<file path="config.mk">
export PLATFORM = sky130hd
export DESIGN_NAME = csf_sqrt
export DESIGN_NICKNAME = d
export VERILOG_FILES = /design/src/hw/rtl/csf_pkg.sv /design/src/hw/rtl/csf_sqrt.sv
export SDC_FILE = /design/constraint.sdc
export NUM_CORES = 2
export LEC_CHECK = 0
export BUFFER_PORTS_ARGS = -buffer_cell sky130_fd_sc_hd__buf_2
export CELL_PAD_IN_SITES_DETAIL_PLACEMENT = 1
export CELL_PAD_IN_SITES_GLOBAL_PLACEMENT = 1
export CORE_MARGIN = 1
export CORE_UTILIZATION = 48
export DETAILED_ROUTE_END_ITERATION = 12
export HOLD_SLACK_MARGIN = 0.05
export PLACE_DENSITY = 0.8
export SLEW_MARGIN = 25
export SYNTH_ARGS = -nofsm -noshare
export SYNTH_HDL_FRONTEND = slang
export SYNTH_SLANG_ARGS = --single-unit
</file>
<file path="constraint.sdc">
create_clock -name clk_i -period 3.7 [get_ports clk_i]
set_input_delay 0.74 -clock clk_i [delete_from_list [all_inputs] [get_ports clk_i]]
set_output_delay 0.74 -clock clk_i [all_outputs]
set_load 0.1 [all_outputs]
</file>
<file path="src/hw/rtl/csf_pkg.sv">
package csf_pkg;

  localparam int unsigned FixW   = 48;
  localparam int unsigned CountW = 32;
  localparam int unsigned RootW  = 32;
  localparam int unsigned FracW  = 16;
  localparam int unsigned SqInW  = 2 * RootW;

  localparam logic [CountW-1:0] OneObs   = CountW'(1);
  localparam logic [FixW-1:0]   MaxPos   = {1'b0, {(FixW-1){1'b1}}};
  localparam logic [FixW-1:0]   MinNegMg = {1'b1, {(FixW-1){1'b0}}};

  typedef struct packed {
    logic signed [FixW-1:0] column_sum;
    logic [FixW-1:0]        column_sum_squares;
    logic [FixW-1:0]        column_centered_squares;
    logic                   last_column;
  } in_item_t;

  typedef struct packed {
    logic signed [FixW-1:0] mean_value;
    logic [FixW-1:0]        variance_value;
    logic [FixW-1:0]        raw_moment_value;
    logic [RootW-1:0]       stddev_value;
    logic signed [FixW-1:0] variation_value;
    logic                   mean_invalid;
    logic                   variance_invalid;
    logic                   variation_invalid;
    logic                   last_out;
  } out_item_t;

  // carried alongside the square root
  typedef struct packed {
    logic [FixW-1:0] mean_mag;
    logic [FixW-1:0] mean_bits;
    logic [FixW-1:0] variance;
    logic [FixW-1:0] raw_moment;
    logic            sum_neg;
    logic            mean_inv;
    logic            var_inv;
    logic            last;
  } sq_side_t;

  // carried alongside the variation divide
  typedef struct packed {
    logic [FixW-1:0]  mean_bits;
    logic [FixW-1:0]  variance;
    logic [FixW-1:0]  raw_moment;
    logic [RootW-1:0] stddev;
    logic             sum_neg;
    logic             mean_inv;
    logic             var_inv;
    logic             vari_inv;
    logic             last;
  } vd_side_t;

endpackage

</file>
<file path="src/hw/rtl/csf_sqrt.sv">
// Floor square root, one root bit per register stage.
module csf_sqrt #(
  parameter int unsigned SIDE_W = 1
) (
  input  logic                     clk_i,
  input  logic                     rst_ni,
  input  logic                     en_i,
  input  logic                     valid_i,
  input  logic [csf_pkg::SqInW-1:0] x_i,
  input  logic [SIDE_W-1:0]        side_i,
  output logic                     valid_o,
  output logic [csf_pkg::RootW-1:0] root_o,
  output logic [SIDE_W-1:0]        side_o
);
  import csf_pkg::*;

  localparam int unsigned RemW = RootW + 3;

  logic [SqInW-1:0]  xs   [RootW+1];
  logic [RootW-1:0]  root [RootW+1];
  logic [RemW-1:0]   rem  [RootW+1];
  logic [SIDE_W-1:0] side [RootW+1];
  logic              vld  [RootW+1];

  assign xs[0]   = x_i;
  assign root[0] = '0;
  assign rem[0]  = '0;
  assign side[0] = side_i;
  assign vld[0]  = valid_i;

  for (genvar s = 0; s < RootW; s++) begin : g_stage
    logic [RemW-1:0]   trial_rem, trial, diff;
    logic              ge;
    logic [SqInW-1:0]  x_q;
    logic [RootW-1:0]  root_q;
    logic [RemW-1:0]   rem_q;
    logic [SIDE_W-1:0] side_q;
    logic              vld_q;

    always_comb begin
      trial_rem = {rem[s][RemW-3:0], xs[s][SqInW-1 -: 2]};
      trial     = {1'b0, root[s], 2'b01};
      diff      = trial_rem - trial;
      ge        = trial_rem >= trial;
    end

    always_ff @(posedge clk_i or negedge rst_ni) begin
      if (!rst_ni) begin
        vld_q <= 1'b0;
      end else if (en_i) begin
        vld_q <= vld[s];
      end
    end

    always_ff @(posedge clk_i) begin
      if (en_i) begin
        x_q    <= {xs[s][SqInW-3:0], 2'b00};
        root_q <= {root[s][RootW-2:0], ge};
        rem_q  <= ge ? diff : trial_rem;
        side_q <= side[s];
      end
    end

    assign xs[s+1]   = x_q;
    assign root[s+1] = root_q;
    assign rem[s+1]  = rem_q;
    assign side[s+1] = side_q;
    assign vld[s+1]  = vld_q;
  end

  assign valid_o = vld[RootW];
  assign root_o  = root[RootW];
  assign side_o  = side[RootW];

endmodule
</file>
* After elaboration in Yosys (flattened, before gate mapping) *
Index checks and enable logic that the tools add are counted.

operators by class
  $add $sub $neg = 31
  $lt $le $gt $ge = 32
  multiplexer cells = 31

operators with widths
  kind              number
  $mux 33           30
  $ge 35x10->1      1
  $ge 35x11->1      1
  $ge 35x12->1      1
  $ge 35x13->1      1
  $ge 35x14->1      1
  $ge 35x15->1      1
  $ge 35x16->1      1
  $ge 35x17->1      1
  $ge 35x18->1      1
  $ge 35x19->1      1
  $ge 35x20->1      1
  $ge 35x21->1      1
  $ge 35x22->1      1
  $ge 35x23->1      1
  $ge 35x24->1      1
  $ge 35x25->1      1
  $ge 35x26->1      1
  $ge 35x27->1      1
  $ge 35x28->1      1
  $ge 35x29->1      1
  $ge 35x3->1       1
  $ge 35x30->1      1
  $ge 35x31->1      1
  41 further kinds  41

word-level totals
  register bits = 2577
  input bits = 69
  output and inout port bits = 34

* Logic depth before layout (Yosys ltp) *
  depth after elaboration = 2
  depth in mapped cells = 14
  mapped depth without buffers = 12

* Least setup slack after synthesis *
Ideal clock, no wire load.

  kind = register to register
  from = register g_stage[27].rem_q[1]
  to = register g_stage[28].rem_q[17], data pin
  arrival time = 3.251 ns
  path slack = 0.189 ns
  stages on the path, launching flop included = 11
  path buffers = 1
  period minus slack after synthesis = 3.511 ns
  cell sequence = edfxtp_1 > ha_1 > o21ai_0 > a22o_1 > nor2_1 > o41a_1 > a22o_1 > a211o_1 > a211oi_2 > clkbuf_1 > mux2_2

between the ends
  cells in the longest elaborated chain, start to end = 2
  elaborated cells on any way between the ends = 3
  classes of those cells = 1 x add/sub; 1 x order compare; 1 x mux

RTL lines
  item                                            RTL line                        RTL
  start: declaration                              csf_sqrt.sv:36                  logic [RemW-1:0] rem_q;
  start signal: assignment                        csf_sqrt.sv:59                  rem_q <= ge ? diff : trial_rem;
  $sub 33x30->33 or $ge 35x30->1 (tied branches)  csf_sqrt.sv:43, csf_sqrt.sv:44
  $mux 33 (*)                                     csf_sqrt.sv:59
  end signal: assignment                          csf_sqrt.sv:59
  end: declaration                                csf_sqrt.sv:36

Every way passes the cells marked *; elsewhere a longest branch is shown, timed or not.
A chain may end at the register's enable or synchronous reset.

* Final worst setup path *
  from = register g_stage[28].rem_q[10]
  to = register g_stage[29].rem_q[8], data pin

between the ends
  cells in the longest elaborated chain, start to end = 2

RTL lines
  item                    RTL line        RTL
  $ge 35x31->1            csf_sqrt.sv:44  ge = trial_rem >= trial;
  $mux 33                 csf_sqrt.sv:59
  end signal: assignment  csf_sqrt.sv:59
  end: declaration        csf_sqrt.sv:36

Every way passes these cells.

==> flow_metrics.env <==
export IMPL_status="complete, no violations"
export IMPL_grt_use_total_pct=22.65
export IMPL_path_common_cell="o21ai_0"
export IMPL_cp_cell_sequence="ha_1, a21oi_1, o21ai_0, a31oi_1, nor3_2, o31ai_2, o21ai_0, or2_2, buf_12, mux2_2"
export IMPL_fin_skew_ps=77.62
export IMPL_critical_path_top_delay_family="compound AO/OA/AOI/OAI gates"
export IMPL_worst_pin_slew_ps=947.7
export IMPL_drt_wirelength_per_cell_um=21.67
export IMPL_core_mm2=0.2459
export IMPL_p_leak_nw=51.55
export IMPL_drive_gt1_share_pct=9.694
export IMPL_wl_met1_mm=116.4
export IMPL_grt_pass1_vias=79379
export IMPL_drv_slew=0
export IMPL_timing_final_crit_share_pct=96.19
export IMPL_async_reset_ff_share_pct=1.250
export IMPL_clock_latency_ps=940
export IMPL_syn_area_mm2=0.1188
export IMPL_synth_cells=9179
export IMPL_route_vias_total=74126
export IMPL_cts_tree="done"
export IMPL_synth_area_per_cell_um2=12.95
export IMPL_grt_max_degree=159
export IMPL_placed_area_mm2=0.1249
export IMPL_start_util_pct=48.32
export IMPL_first_pass_iters=5
export IMPL_grt_pass1_wl_mm=447.2
export IMPL_fp_dieW_um=499.6
export IMPL_synth_area_leaders="edfxtp_1 (64%), ha_1 (5.9%), xnor2_1 (3.1%)"
export IMPL_hold_class="in2reg"
export IMPL_die_area_mm2=0.2496
export IMPL_irDropWorstVdd_mv=0.5132
export IMPL_synth_top_family_by_area="simple AND/OR/NAND/NOR gates"
export IMPL_maxCapViolations=0
export IMPL_cts_root_buf="clkbuf_16"
export IMPL_synth_common_cells="edfxtp_1 (2527), inv_1 (682), nor2_1 (617)"
export IMPL_place_congestion=0.8698
export IMPL_wl_mm=284.3
export IMPL_synth_compound_area_share_pct=9.518
export IMPL_grt_ovfl_total=0
export IMPL_synth_edf_count=2527
export IMPL_crit_path_end_kind="flop"
export IMPL_yosys_area_share_simple_pct=10.11
export IMPL_area_delta_synth_final_pct=13.46
export IMPL_synthAdderAreaFrac_pct=5.907
export IMPL_path_buf_inv=1
export IMPL_critPathLaunchType="flop"
export IMPL_drt_iter0_drc=4535
export IMPL_wl_met2_mm=148.9
export IMPL_synth_distinct_cells=84
export IMPL_synth_seq_area_share_pct=64.53
export IMPL_top_layer="met4"
export IMPL_cts_buffers=294
export IMPL_clock_fmax_ghz=0.2810
export IMPL_ctsHtreeMaxLevel=5
export IMPL_slowest_delay_ps=450
export IMPL_setup_violations=0
export IMPL_io_buffers=102
export IMPL_relSlewSlack_pct=36.82
export IMPL_final_core_util_pct=54.82
export IMPL_synth_most_common_cell="edfxtp_1"
export IMPL_grt_setup_unrepaired="no"
export IMPL_viasPerCell=5.651
export IMPL_ys_flop_type="edfxtp_1"
export IMPL_cts_sinks=2559
export IMPL_drt_drc_violations_left=0
export IMPL_hold_viol_final=0
export IMPL_antenna_left=0
export IMPL_muxShareOfSynthArea_pct=1.195
export IMPL_period_minus_slack_ps=3559
export IMPL_synthXorXnorAreaFrac_pct=5.977
export IMPL_clock_path_buffers=4
export IMPL_cpMaxStageDelayCell="o21ai_0"
export IMPL_syn_num_nets=9809
export IMPL_critPathMaxFanout=49
export IMPL_final_cell_area_mm2=0.1348
export IMPL_powerDensity_mw_per_mm2=634.6
export IMPL_yosys_warnings=0
export IMPL_antenna_found_initial=2
export IMPL_critPathArrivalTime_ps=4200
export IMPL_pin_count=103
export IMPL_hpwl_mm=203.4
export IMPL_layout_nets=10322
export IMPL_route_met3_wl_mm=8.830
export IMPL_die_h_um=499.6
export IMPL_row_count=182
export IMPL_path_class="reg2reg"
export IMPL_yosysTopAreaCell="edfxtp_1"
export IMPL_required_ps=4350
export IMPL_yosysTopAreaCellShare_pct=63.86
export IMPL_num_fill_cells=24441
export IMPL_clk_pin_slew_ps=60
export IMPL_synth_seq_cells=2559
## flip-flops by register name (all words and copies together) (netlist names)
register and cells:
side_o 1, g_stage.side_q 31, root_o 32, g_stage.rem_q 975
g_stage.root_q 496, valid_o 1, g_stage.vld_q 31, g_stage.x_q 992
## final cells by class
type | count | area (µm²) | share of cell area (%)
antenna | 4 | 10.01 | 0.007424
clock buffer | 355 | 7702 | 5.713
clock inverter | 142 | 1365 | 1.012
inverter | 685 | 2571 | 1.907
multi-input combinational | 5752 | 39130 | 29.02
sequential | 2559 | 76680 | 56.87
tap | 3220 | 4029 | 2.988
timing repair buffer | 400 | 3346 | 2.481
## routing by layer
metal,vias to the layer above,global-route usage [%]
met3,578,2.590
met5,-,0
li1,35058,-
met4,0,8.268
met2,1343,41.35
met1,37147,27.37
## final timing paths
check,end,cells after the start,slack [ps],startpoint
min in group asynchronous,g_stage[7].vld_q$_DFFE_PN0P_,2,400,rst_ni
worst max register to register,g_stage[29].rem_q[8]$_DFFE_PP_,10,140,g_stage[28].rem_q[10]$_DFFE_PP_
max in group asynchronous,g_stage[16].vld_q$_DFFE_PN0P_,2,2810,rst_ni
worst min register to register,g_stage[12].x_q[39]$_DFFE_PP_,0,380,g_stage[11].x_q[37]$_DFFE_PP_
worst max-delay path,g_stage[29].rem_q[8]$_DFFE_PP_,10,140,g_stage[28].rem_q[10]$_DFFE_PP_
worst min-delay path,g_stage[17].rem_q[20]$_DFFE_PP_,1,360,en_i
## report_power, final
group,leakage [nW],internal [mW],switching [mW]
Sequential,24.7,36.7,2.63
Clock,4.42,16.4,11.4
Combinational,22.4,7.62,10.8
## layout by cell type, fill, tap and decap left out, types with 122 or more instances in the layout
master and count:
edfxtp_1 2527, buf_4 197, nand2b_1 127, a21oi_1 591, xor2_1 385, nand3_1 158, nor4_1 122, nor2_1 617
clkbuf_16 299, nand2_1 579, a21o_1 204, o21ai_0 461, inv_1 682, ha_1 561, nor3_1 218, xnor2_1 426
## cell families (layout without fill, tap and decap cells)
logic type,after synthesis,after routing
flip-flops,2559,2559
AND/OR/NAND/NOR,2424,2424
AO/OA/AOI/OAI,1826,1827
buffers and inverters,869,1582
XOR/XNOR,811,811
adder cells (fa/ha/maj),561,561
multiplexers,128,128
other,1,5
## stage by stage
stage	TNS (ps)	hold slack (ps)	worst slack (ps)	power, mW	instances
after detailed placement	-1861	405.1	-143.5	57.94	12544
after CTS	0	278.6	21.87	86.16	13109
final	0	362.3	141.0	85.56	13117
after global routing	0	288.5	1.357	89.41	13115
after global placement	-1221	400.2	-114.0	57.05	12544
after floorplan	0	400.3	189.1	51.42	9179
## repair_timing
item / CTS / global route
hold endpoints to repair: 99 / 0
gates cloned: 0 / 1
buffers inserted: 0 / 3
resized for setup: 6 / 35
pin swaps: 0 / 1
endpoints found under the setup margin: 44 / 149
hold buffers: 68 / 0
Power figures use the tool's default switching activity.
